==> src/gda_pkg.sv <==
package gda_pkg;

   localparam int ALU_W     = 16;
   localparam int DAY_W     = 5;
   localparam int MONTH_W   = 4;
   localparam int YEAR_W    = 14;
   localparam int YACC_W    = 15;
   localparam int LEFT_W    = 16;
   localparam int REM_W     = 9;
   localparam int MOD_STEPS = 6;
   localparam int STEP_W    = 3;

   localparam logic [MONTH_W-1:0] MONTH_JAN = 4'd1;
   localparam logic [MONTH_W-1:0] MONTH_FEB = 4'd2;
   localparam logic [MONTH_W-1:0] MONTH_DEC = 4'd12;
   localparam logic [YACC_W-1:0]  MAX_YEAR  = 15'd9999;
   localparam logic [ALU_W-1:0]   CYCLE_400 = 16'd400;
   localparam logic [REM_W-1:0]   REM_LAST  = 9'd399;
   localparam logic [REM_W-1:0]   REM_100   = 9'd100;
   localparam logic [REM_W-1:0]   REM_200   = 9'd200;
   localparam logic [REM_W-1:0]   REM_300   = 9'd300;

   typedef struct packed {
      logic [DAY_W-1:0]   start_day;
      logic [MONTH_W-1:0] start_month;
      logic [YEAR_W-1:0]  start_year;
      logic [LEFT_W-1:0]  days_ahead;
   } req_type;

   typedef struct packed {
      logic [DAY_W-1:0]   end_day;
      logic [MONTH_W-1:0] end_month;
      logic [YEAR_W-1:0]  end_year;
      logic               error;
   } rsp_type;

   // Leap test on the year taken modulo 400.
   function automatic logic is_leap(input logic [REM_W-1:0] rem);
      return (rem[1:0] == 2'b00) && (rem != REM_100) && (rem != REM_200)
             && (rem != REM_300);
   endfunction

   function automatic logic [DAY_W-1:0] month_len(input logic [MONTH_W-1:0] month,
                                                  input logic leap);
      logic [DAY_W-1:0] len;
      case (month)
         4'd2:    len = leap ? 5'd29 : 5'd28;
         4'd4:    len = 5'd30;
         4'd6:    len = 5'd30;
         4'd9:    len = 5'd30;
         4'd11:   len = 5'd30;
         default: len = 5'd31;
      endcase
      return len;
   endfunction

endpackage

==> src/gda_alu.sv <==
module gda_alu (
   input  logic [gda_pkg::ALU_W-1:0] minuend,
   input  logic [gda_pkg::ALU_W-1:0] subtrahend,
   output logic [gda_pkg::ALU_W-1:0] difference,
   output logic                      no_borrow
);
   import gda_pkg::*;

   logic [ALU_W:0] full;

   assign full       = {1'b0, minuend} - {1'b0, subtrahend};
   assign difference = full[ALU_W-1:0];
   assign no_borrow  = ~full[ALU_W];

endmodule

==> src/gregorian_date_advance.sv <==
// A valid start date is answered once the walk has crossed every month end that it needs; an
// invalid start date is answered with an error straight from the check state.
// The shared subtractor first reduces the year modulo 400 in six steps, then walks one month
// per cycle. One item at a time: busy stays high until the result cycle.
// Reset is synchronous and clears the sequencer, busy and the strobe; the receiver cannot stall.
module gregorian_date_advance (
   input  logic              clock,
   input  logic              reset,
   input  logic              start,
   output logic              busy,
   input  gda_pkg::req_type  req_data,
   output logic              rsp_valid,
   output gda_pkg::rsp_type  rsp_data
);
   import gda_pkg::*;

   typedef enum logic [1:0] {
      ST_IDLE,
      ST_MOD,
      ST_CHECK,
      ST_WALK
   } state_type;

   state_type            state_ff, state_in;
   logic [DAY_W-1:0]     day_ff, day_in;
   logic [MONTH_W-1:0]   month_ff, month_in;
   logic [YACC_W-1:0]    year_ff, year_in;
   logic [YACC_W-1:0]    yrem_ff, yrem_in;
   logic [LEFT_W-1:0]    left_ff, left_in;
   logic [STEP_W-1:0]    step_ff, step_in;
   logic                 rsp_valid_ff, rsp_valid_in;
   rsp_type              rsp_ff, rsp_in;

   logic [ALU_W-1:0]     alu_a, alu_b, alu_diff;
   logic                 alu_ok;
   logic                 leap;
   logic [DAY_W-1:0]     len;
   logic [DAY_W:0]       span;
   logic                 bad_date;

   gda_alu u_alu (
      .minuend    (alu_a),
      .subtrahend (alu_b),
      .difference (alu_diff),
      .no_borrow  (alu_ok)
   );

   assign leap = is_leap(yrem_ff[REM_W-1:0]);
   assign len  = month_len(month_ff, leap);
   // Days still left in this month, counting the move to the first of the next.
   assign span = {1'b0, len} + 6'd1 - {1'b0, day_ff};
   assign bad_date = (month_ff < MONTH_JAN) || (month_ff > MONTH_DEC) ||
                     (day_ff == '0) || (day_ff > len);

   always_comb begin
      if (state_ff == ST_MOD) begin
         alu_a = ALU_W'(yrem_ff);
         alu_b = CYCLE_400 << step_ff;
      end else begin
         alu_a = left_ff;
         alu_b = ALU_W'(span);
      end
   end

   always_comb begin
      state_in     = state_ff;
      day_in       = day_ff;
      month_in     = month_ff;
      year_in      = year_ff;
      yrem_in      = yrem_ff;
      left_in      = left_ff;
      step_in      = step_ff;
      rsp_valid_in = 1'b0;
      rsp_in       = rsp_ff;
      case (state_ff)
         ST_IDLE: begin
            if (start) begin
               day_in   = req_data.start_day;
               month_in = req_data.start_month;
               year_in  = YACC_W'(req_data.start_year);
               yrem_in  = YACC_W'(req_data.start_year);
               left_in  = req_data.days_ahead;
               step_in  = STEP_W'(MOD_STEPS - 1);
               state_in = ST_MOD;
            end
         end
         ST_MOD: begin
            if (alu_ok) begin
               yrem_in = alu_diff[YACC_W-1:0];
            end
            step_in = step_ff - 1'b1;
            if (step_ff == '0) begin
               state_in = ST_CHECK;
            end
         end
         ST_CHECK: begin
            if (bad_date) begin
               rsp_valid_in = 1'b1;
               rsp_in       = '{end_day: '0, end_month: '0, end_year: '0, error: 1'b1};
               state_in     = ST_IDLE;
            end else begin
               state_in = ST_WALK;
            end
         end
         ST_WALK: begin
            if (!alu_ok) begin
               rsp_valid_in = 1'b1;
               state_in     = ST_IDLE;
               if (year_ff > MAX_YEAR) begin
                  rsp_in = '{end_day: '0, end_month: '0, end_year: '0, error: 1'b1};
               end else begin
                  rsp_in = '{end_day:   day_ff + left_ff[DAY_W-1:0],
                             end_month: month_ff,
                             end_year:  year_ff[YEAR_W-1:0],
                             error:     1'b0};
               end
            end else begin
               left_in = alu_diff;
               day_in  = DAY_W'(1);
               if (month_ff == MONTH_DEC) begin
                  month_in = MONTH_JAN;
                  year_in  = year_ff + 1'b1;
                  yrem_in  = (yrem_ff[REM_W-1:0] == REM_LAST) ? '0 : yrem_ff + 1'b1;
               end else begin
                  month_in = month_ff + 1'b1;
               end
            end
         end
         default: begin
            state_in = ST_IDLE;
         end
      endcase
   end

   always_ff @(posedge clock) begin
      if (reset) begin
         state_ff     <= ST_IDLE;
         rsp_valid_ff <= 1'b0;
      end else begin
         state_ff     <= state_in;
         rsp_valid_ff <= rsp_valid_in;
      end
      day_ff   <= day_in;
      month_ff <= month_in;
      year_ff  <= year_in;
      yrem_ff  <= yrem_in;
      left_ff  <= left_in;
      step_ff  <= step_in;
      rsp_ff   <= rsp_in;
   end

   assign busy      = (state_ff != ST_IDLE);
   assign rsp_valid = rsp_valid_ff;
   assign rsp_data  = rsp_ff;

   // A result is only given once the sequencer has returned to idle.
   a_rsp_when_idle: assert property (@(posedge clock) disable iff (reset)
      rsp_valid |-> !busy)
      else $error("result strobe while the sequencer is busy");

   a_error_zeroes: assert property (@(posedge clock) disable iff (reset)
      rsp_valid && rsp_data.error |->
         (rsp_data.end_day == '0) && (rsp_data.end_month == '0) && (rsp_data.end_year == '0))
      else $error("error result carries a non-zero date");

   a_start_busy: assert property (@(posedge clock) disable iff (reset)
      start && !busy |=> busy && !rsp_valid)
      else $error("transfer did not start the sequencer");

   a_single_strobe: assert property (@(posedge clock) disable iff (reset)
      rsp_valid |=> !rsp_valid)
      else $error("result strobe held for more than one cycle");

   a_valid_month: assert property (@(posedge clock) disable iff (reset)
      rsp_valid && !rsp_data.error |->
         (rsp_data.end_month >= MONTH_JAN) && (rsp_data.end_month <= MONTH_DEC)
         && (rsp_data.end_day != '0))
      else $error("good result with an impossible date");

endmodule
==> config.mk <==
export PLATFORM = sky130hd
export DESIGN_NAME = gregorian_date_advance
export DESIGN_NICKNAME = d
export VERILOG_FILES = /design/src/gda_pkg.sv /design/src/gda_alu.sv /design/src/gregorian_date_advance.sv
export SDC_FILE = /design/constraint.sdc
export NUM_CORES = 1
export LEC_CHECK = 0
export BUFFER_PORTS_ARGS = -buffer_cell sky130_fd_sc_hd__buf_2
export CAP_MARGIN = 10
export CORE_AREA = 2 2 104 106
export DETAILED_ROUTE_END_ITERATION = 10
export DIE_AREA = 0 0 106 108
export GPL_TIMING_DRIVEN = 0
export PLACE_DENSITY = 0.8
export REMOVE_ABC_BUFFERS = 1
export SLEW_MARGIN = 20
export SYNTH_ARGS = -nofsm -noshare
export SYNTH_HDL_FRONTEND = slang
export SYNTH_HIERARCHICAL = 1
export SYNTH_SLANG_ARGS = --single-unit
==> constraint.sdc <==
create_clock -name clock -period 6.3 [get_ports clock]
set_clock_uncertainty 0.05 [all_clocks]
set_input_delay 0.63 -clock clock [delete_from_list [all_inputs] [get_ports clock]]
set_output_delay 0.63 -clock clock [all_outputs]
set_load 0.005 [all_outputs]
* Word level (Yosys, flattened, before mapping)
Cells that the tools add are included.
** Word-level totals
- Flip-flop bits (word level) :: 85
- Latch bits :: 0
- RAM bits :: 0
- Bits in read-only memories :: 0
- Output and inout port bits :: 26
- Memories :: 0
** Operators by class
- $add $sub $neg :: 8
- Multiply operators :: 0
- Div/mod/pow operators :: 0
- Order comparisons :: 4
- Equality and inequality tests :: 20
- Shift-type cells :: 1
- Muxes and demuxes :: 37
- Bitwise gates (word level) :: 0
- Reduce and logical (&&, ||, !) cells :: 22
** Operators with widths (number)
- two-way mux 15 bit :: 7
- two-way mux 24 bit :: 3
- two-way mux 16 bit :: 4
- case mux 24 bit (2 select lines) :: 1
- case mux 15 bit (3 select lines) :: 1
- case mux 16 bit (2 select lines) :: 1
- adder 15 x 1 -> 15 bit, second input constant :: 2
- case mux 15 bit (2 select lines) :: 1
- subtractor 16 x 16 -> 17 bit :: 1
- << shifter 9 x 3 -> 16 bit, first input constant :: 1
- greater-than comparator 15 x 14 -> 1 bit, second input constant :: 1
- equality test 4 bit, second input constant :: 3
- two-way mux 4 bit :: 3
- two-way mux 5 bit :: 2
- inequality test 2 bit, second input constant :: 5
- case mux 5 bit (2 select lines) :: 1
- equality test 9 bit, second input constant :: 1
- inequality test 9 x 7 -> 1 bit, second input constant :: 1
- inequality test 9 x 8 -> 1 bit, second input constant :: 1
- inequality test 9 bit, second input constant :: 1
- AND reduction 3 bit :: 3
- equality test 4 x 3 -> 1 bit, second input constant :: 2
- two-way mux 2 bit :: 4
- case mux 2 bit (4 select lines) :: 1
- other kinds (29) :: 41

* Logic depth before layout (Yosys ltp)
- Depth after elaboration :: 12
- Depth in mapped cells :: 24
- Depth with buffers taken out :: 24

* Cells and area by module
The synthesis kept the hierarchy.
** Modules (own cells, without submodules)
- gregorian_date_advance :: times used 1, cells each 544, area each 5158.7 um^2
- gda_alu :: times used 1, cells each 127, area each 857.1 um^2

* Worst setup path before layout
No wires, ideal clock.
- Path type :: register to register
- Start point :: reg yrem_ff[3]
- End point :: reg rsp_ff (netlist bit rsp_data[0]), enable pin
- Data arrival time :: 4980 ps
- Required time :: 5829 ps
- Slack :: 849 ps
- Cell stages (with the launch flop) :: 24
- Buffers on the path :: 1
- Clock period less this slack :: 5451 ps
- Cell sequence :: edfxtp_1 > buf_4 > and4bb_2 > o21ai_0 > o311ai_0 > a21oi_1 > ha_1 > ha_1 > inv_1 > fa_1 > o21bai_1 > a21oi_1 > xor2_1 > o21ai_0 > inv_1 > ha_1 > a21oi_2 > a21boi_2 > a211oi_2 > o21ai_1 > a21o_1 > nand2_1 > nand2_1 > a31oi_1
** On the way
- Cells in the longest elaborated chain, start to end :: 12
- Elaborated cells on any way between the ends :: 18
- Classes of those cells :: 3 x add/sub; 1 x order compare; 5 x eq/ne; 4 x mux; 5 x reduce/logical
** Ends and longest elaborated chain
- start: declaration :: RTL line gregorian_date_advance.sv:28 : logic [YACC_W-1:0] yrem_ff, yrem_in;
- start signal: assignment :: RTL line gregorian_date_advance.sv:146 : yrem_ff <= yrem_in;
- inequality test 9 x 7 -> 1 bit :: RTL line gda_pkg.sv:39 : return (rem[1:0] == 2'b00) && (rem != REM_100) && (rem != REM_200)
- logical AND 1 bit (2 in a row) :: RTL line gda_pkg.sv:39
- logical AND 1 bit * :: RTL line gda_pkg.sv:40 : && (rem != REM_300);
- two-way mux 1 bit * :: RTL line gda_pkg.sv:47 : 4'd2: len = leap ? 5'd29 : 5'd28;
- case mux 2 bit (2 select lines) * :: RTL line gda_pkg.sv:46 : case (month)
- adder 5 x 1 -> 6 bit * :: RTL line gregorian_date_advance.sv:51 : assign span = {1'b0, len} + 6'd1 - {1'b0, day_ff};
- subtractor 6 x 5 -> 6 bit * :: RTL line gregorian_date_advance.sv:51
- two-way mux 16 bit * :: RTL line gregorian_date_advance.sv:56 : if (state_ff == ST_MOD) begin
- net alu_b[5] :: RTL line gregorian_date_advance.sv:34 : logic [ALU_W-1:0] alu_a, alu_b, alu_diff;
- subtractor 16 x 16 -> 17 bit * :: RTL line gda_alu.sv:11 : assign full = {1'b0, minuend} - {1'b0, subtrahend};
- inequality test 2 x 1 -> 1 bit (no source line) *
- AND reduction 3 bit (no source line) *
- end signal: assignment :: RTL line gregorian_date_advance.sv:149 : rsp_ff <= rsp_in;
- end: declaration :: RTL line gregorian_date_advance.sv:32 : rsp_type rsp_ff, rsp_in;
Mark *: on every way through the listed nets, which the timed path passes. The rest lies on a longest branch.
A chain may end at the register's enable or synchronous reset.

* Worst setup path in the final report
- Start point :: reg yrem_ff[3]
- End point :: reg year_ff[10], enable pin
** On the way
- Cells in the longest elaborated chain, start to end :: 12
- Elaborated cells on any way between the ends :: 15
- Classes of those cells :: 3 x add/sub; 4 x eq/ne; 4 x mux; 4 x reduce/logical
** Ends and longest elaborated chain
- inequality test 9 x 7 -> 1 bit :: RTL line gda_pkg.sv:39
- logical AND 1 bit (2 in a row) :: RTL line gda_pkg.sv:39
- logical AND 1 bit * :: RTL line gda_pkg.sv:40
- two-way mux 1 bit * :: RTL line gda_pkg.sv:47
- case mux 2 bit (2 select lines) * :: RTL line gda_pkg.sv:46
- adder 5 x 1 -> 6 bit * :: RTL line gregorian_date_advance.sv:51
- subtractor 6 x 5 -> 6 bit * :: RTL line gregorian_date_advance.sv:51
- two-way mux 16 bit * :: RTL line gregorian_date_advance.sv:56
- net alu_b[5] :: RTL line gregorian_date_advance.sv:34
- subtractor 16 x 16 -> 17 bit * :: RTL line gda_alu.sv:11
- inequality test 2 bit (no source line) *
- AND reduction 4 bit (no source line) *
- end signal: assignment :: RTL line gregorian_date_advance.sv:145 : year_ff <= year_in;
- end: declaration :: RTL line gregorian_date_advance.sv:27 : logic [YACC_W-1:0] year_ff, year_in;
Marked as above.

==> results by stage <==
Outcome:
- The flow ran to the end, and the final reports show no timing, DRC or antenna violations.

Place:
- The half-perimeter wire length after placement is 10.4 mm.
- The congestion estimate from routability-driven global placement came to 0.921.
- Summing all placed instances gives a cell area of around 6500 µm².
- The count of buffers added on input and output ports is 67.

STA:
- The final sum of negative setup slack is 0 ns.
- Setup repair after global routing left no endpoint under its margin.
- The number of slew-limit violations in the final report is 0.
- Based on the critical path, the design can be clocked at up to 180 MHz.
- The transition time of the tightest slew-check pin is 0.860 ns.
- The final period utilization is 88.2%.
- The number of hold-slack violations in the final timing report came to 0.
- Setup violations remaining at the end of the flow were counted as 0.
- The relative slew slack is 42.5%.
- The smallest clock period supported by the final layout is computed as between 5 and 6 ns.

Logic synthesis:
- The synthesized area per cell is 8.97 µm².
- The most common cell in the synthesized netlist is sky130_fd_sc_hd__nand2_1.
- The area share of the largest cell type after synthesis is 40.9%.
- Summing every instance area after synthesis gives 6020 µm².
- After synthesis, flip-flops and latches occupy 41.9% of the total area.
- By area the synthesized netlist is led by sky130_fd_sc_hd__edfxtp_1 41%, sky130_fd_sc_hd__ha_1 8.9%, sky130_fd_sc_hd__nand2_1 8.4%.
- The dominant synthesized flop cell is sky130_fd_sc_hd__edfxtp_1.
- The adder-cell area share of the yosys netlist is 9.94%.
- Counting flops and latches in the post-synthesis netlist gives 85.
- The cell type with the largest total area after synthesis is sky130_fd_sc_hd__edfxtp_1.
- The instance count of the mapped netlist is approximately 670.
- After synthesis, the share of flip-flops with an asynchronous set or reset is 0%.
- The post-synthesis mux area share is less than 1%.
- In the synthesized netlist, the cells that appear most often are 134 x sky130_fd_sc_hd__nand2_1, 82 x sky130_fd_sc_hd__edfxtp_1, 47 x sky130_fd_sc_hd__nor2_1.
- For this run, the number of Yosys warnings is 6.
- The number of distinct standard cells referenced by the synthesized netlist is 69.
- The xor-xnor portion of the synthesized cell area is around 5.7%.
- The simple logic cell fraction of the synthesized area is 23.1%.
- The synthesized-area fraction occupied by ao, oa, aoi and oai cells is between 10% and 20%.
- In this run, synthesis inferred 82 flip-flops with an integrated enable.
- By area, the combinational part of the netlist is dominated by simple AND/OR/NAND/NOR gates.

Final layout:
- After filler insertion, the fill cell instance count of the layout stands at around 870.
- In the final layout, the multi-input gates occupy 3210 µm².
- The final net count is 808.
- The sequential cell area is 2520 µm².
- With fillers left out, the area of the finished cells amounts to roughly 6600 µm².
- The area growth from synthesis to layout is 10.1%.
- The repair_antennas step left the layout with diodes totalling 0.
- The layout cell share with drive strength beyond 1 is around 14%.

CTS:
- The H-tree depth is 3.
- For the worst-skew pair, the clock arrives at the later sink with an insertion delay of 0.36 ns.
- The clock net in this run drives a total of 85 sinks.
- The clock tree buffer depth is 2.
- The CTS tree is yes.
- The clock-pin transition on the worst setup and hold timing paths is 0.08 ns.
- The number of buffers inserted for hold repair after clock tree synthesis is 0.
- The post-CTS setup repair buffer count is 0.
- Counting the buffers created by CTS gives 9.
- The number of gates resized after CTS is 0.
- The master cell of the clock root buffer is sky130_fd_sc_hd__clkbuf_8.

Global route:
- The via count of the first global-routing pass is roughly 4800.
- The overall track demand over capacity in global routing is 25.1%.
- Entering global routing, the biggest net connects 31 pins.
- The first global-routing pass estimated 22.6 mm of wire.
- The initial antenna violation count is 0.
- After global routing the overflow that remains totals 0.

Route:
- The residual antenna-violating net count after detailed routing is 0.
- The post-detailed-route DRC marker count is 0.
- The iteration-0 DRC count of the detailed router is a little under 400.
- After detailed routing, the total wire length is 13.8 mm.
- In the final routed layout, each cell accounts on average for 16.0 µm.
- The number of search-and-repair iterations in the first detailed-routing pass is 5.
- Summing over every cut layer, the via total after detailed routing is ~5000.
- Using the TritonRoute via totals, the vias-per-cell ratio works out to roughly 5.8.

Floorplanning:
- For this configuration, the core starts out at a cell density of 58.8%.
- The top-level port count is between 60 and 70.
- The row count is 37.
- Measured along the x axis, the die boundary spans 106 µm.
- The die span in y is 108 µm.
- In this run the standard cell core region covers 10200 µm².
- The die outline area is between 10000 and 15000 µm².

Worst setup path:
- The kind of capture point of the worst setup path is a flop.
- The slowest cell on the critical path is sky130_fd_sc_hd__o21ai_2.
- Data on the critical path arrives at its endpoint at 5.50 ns.
- By instance count, the cell type seen most on the critical path is sky130_fd_sc_hd__ha_1.
- The critical path class is flop to flop.
- Data on the critical path is required at its endpoint by between 6 and 7 ns.
- Walking the worst path, the cells encountered are and4bb_2 -> o21ai_0 -> o311ai_0 -> a21oi_1 -> ha_1 -> ha_1 -> inv_1 -> fa_1 -> o21bai_1 -> a21oi_1 -> xor2_1 -> o21ai_0 -> inv_1 -> ha_1 -> o2111ai_2 -> a21boi_2 -> a211oi_2 -> o21ai_1 -> a21o_1 -> nand3_1 -> o21ai_2.
- The highest cell delay on the worst timing path is between 0.6 and 0.7 ns.
- Counting both buffers and inverters, the worst setup path holds a total of 2.
- In this run the worst path has a maximum fanout of 15.
- The dominant delay contributor by cell family on the critical path is compound AO/OA/AOI/OAI gates.
- STA classifies the critical path startpoint as a flop.

Pwr:
- The analysis attributes to cell leakage a power of 2.78 nW.
- VDD sags by at most 121 µV.
- The total power density per cell area is 235 nW/µm².

Flow run:
- The tool flagged a number of max-cap violations equal to 0.

Min path:
- In this run the worst hold path is classified as primary input to flop.
## layout by cell type, fill, tap and decap left out, types with 3 or more instances in the layout
master                     count
sky130_fd_sc_hd__a21o_1        8
sky130_fd_sc_hd__dfxtp_1       3
sky130_fd_sc_hd__a31oi_1       6
sky130_fd_sc_hd__inv_1        44
sky130_fd_sc_hd__fa_1          3
sky130_fd_sc_hd__a21oi_1      37
sky130_fd_sc_hd__edfxtp_1     82
sky130_fd_sc_hd__and3_1        5
sky130_fd_sc_hd__and2_1       19
sky130_fd_sc_hd__buf_2        67
sky130_fd_sc_hd__nand2_1     132
sky130_fd_sc_hd__nor2_1       45
sky130_fd_sc_hd__nor4_1        7
sky130_fd_sc_hd__xor2_1       10
sky130_fd_sc_hd__o21ai_1       4
sky130_fd_sc_hd__or3_1         3
sky130_fd_sc_hd__a22oi_1       8
sky130_fd_sc_hd__nand4_1      10
sky130_fd_sc_hd__nand3_1      13
sky130_fd_sc_hd__xnor2_1      29
sky130_fd_sc_hd__ha_1         43
sky130_fd_sc_hd__o21ai_0      37
sky130_fd_sc_hd__o21bai_1      3
sky130_fd_sc_hd__nor2b_1       7
sky130_fd_sc_hd__clkbuf_8      9
sky130_fd_sc_hd__nand2b_1      8
sky130_fd_sc_hd__o21a_1        4
sky130_fd_sc_hd__clkbuf_1      4
sky130_fd_sc_hd__nor3_1       17
## cell type report
class | instances | share of cell area (%)
flip-flops and latches | 85 | 38.1
clock buffers | 13 | 2.10
inverters | 45 | 2.55
clock inverters | 3 | 0.340
multi-input cells | 509 | 48.5
repair buffers | 70 | 5.87
well taps | 136 | 2.57
## metal layers
layer  routed length (µm)  track usage, %
met5                    0               0
met4                  291            10.1
met1                 6020            32.7
met3                  743            3.13
met2                 6740            42.9
## flip-flops by register name (all words and copies together), names as in the netlist, 2 cells and up
name      cells
day_ff        5
month_ff      4
left_ff      16
yrem_ff      15
year_ff      15
rsp_data     24
state_ff      2
step_ff       3
## stage by stage
step	utilization, %	setup WS (ns)	instances	hold WS, ns	total power, mW
floorplan	-	0.805	639	0.519	1.08
finish	64.8	0.741	861	0.418	1.56
global route	64.8	0.357	861	0.403	1.64
detailed placement	63.2	0.780	845	0.565	1.21
CTS	64.8	0.765	861	0.403	1.56
global placement	62.3	-0.559	842	0.554	1.19
## power by group
group	switching [mW]	internal, mW	total, mW
Clock	0.199	0.145	0.345
Sequential	0.0542	0.668	0.722
Combinational	0.294	0.198	0.492
## final timing paths
path,start,end,slack (ns),cells after the start
worst min register to register,step_ff[0],step_ff[0],0.58,1
worst min-delay path,reset,state_ff[0],0.42,2
worst max register to register,yrem_ff[3],year_ff[10],0.74,21
worst max-delay path,yrem_ff[3],year_ff[10],0.74,21
## kinds of logic after synthesis
kind of cell,count (synthesis)
AOI/OAI and AO/OA,132
DFF,85
buffers and inverters,77
xor gates and xnor gates,39
muxes,3
and+or+nand+nor,289
adders and majority gates,46
## worst reg2reg max path: stages (launching register included)
cell and delay, ns:
sky130_fd_sc_hd__edfxtp_1 0.56, sky130_fd_sc_hd__and4bb_2 0.30, sky130_fd_sc_hd__o21ai_0 0.12, sky130_fd_sc_hd__o311ai_0 0.19, sky130_fd_sc_hd__a21oi_1 0.27, sky130_fd_sc_hd__ha_1 0.21
sky130_fd_sc_hd__ha_1 0.18, sky130_fd_sc_hd__inv_1 0.06, sky130_fd_sc_hd__fa_1 0.39, sky130_fd_sc_hd__o21bai_1 0.15, sky130_fd_sc_hd__a21oi_1 0.09, sky130_fd_sc_hd__xor2_1 0.15
sky130_fd_sc_hd__o21ai_0 0.16, sky130_fd_sc_hd__inv_1 0.06, sky130_fd_sc_hd__ha_1 0.37, sky130_fd_sc_hd__o2111ai_2 0.17, sky130_fd_sc_hd__a21boi_2 0.26, sky130_fd_sc_hd__a211oi_2 0.13
sky130_fd_sc_hd__o21ai_1 0.24, sky130_fd_sc_hd__a21o_1 0.24, sky130_fd_sc_hd__nand3_1 0.16, sky130_fd_sc_hd__o21ai_2 0.68
No activity file was read; power rests on OpenSTA's default activity.
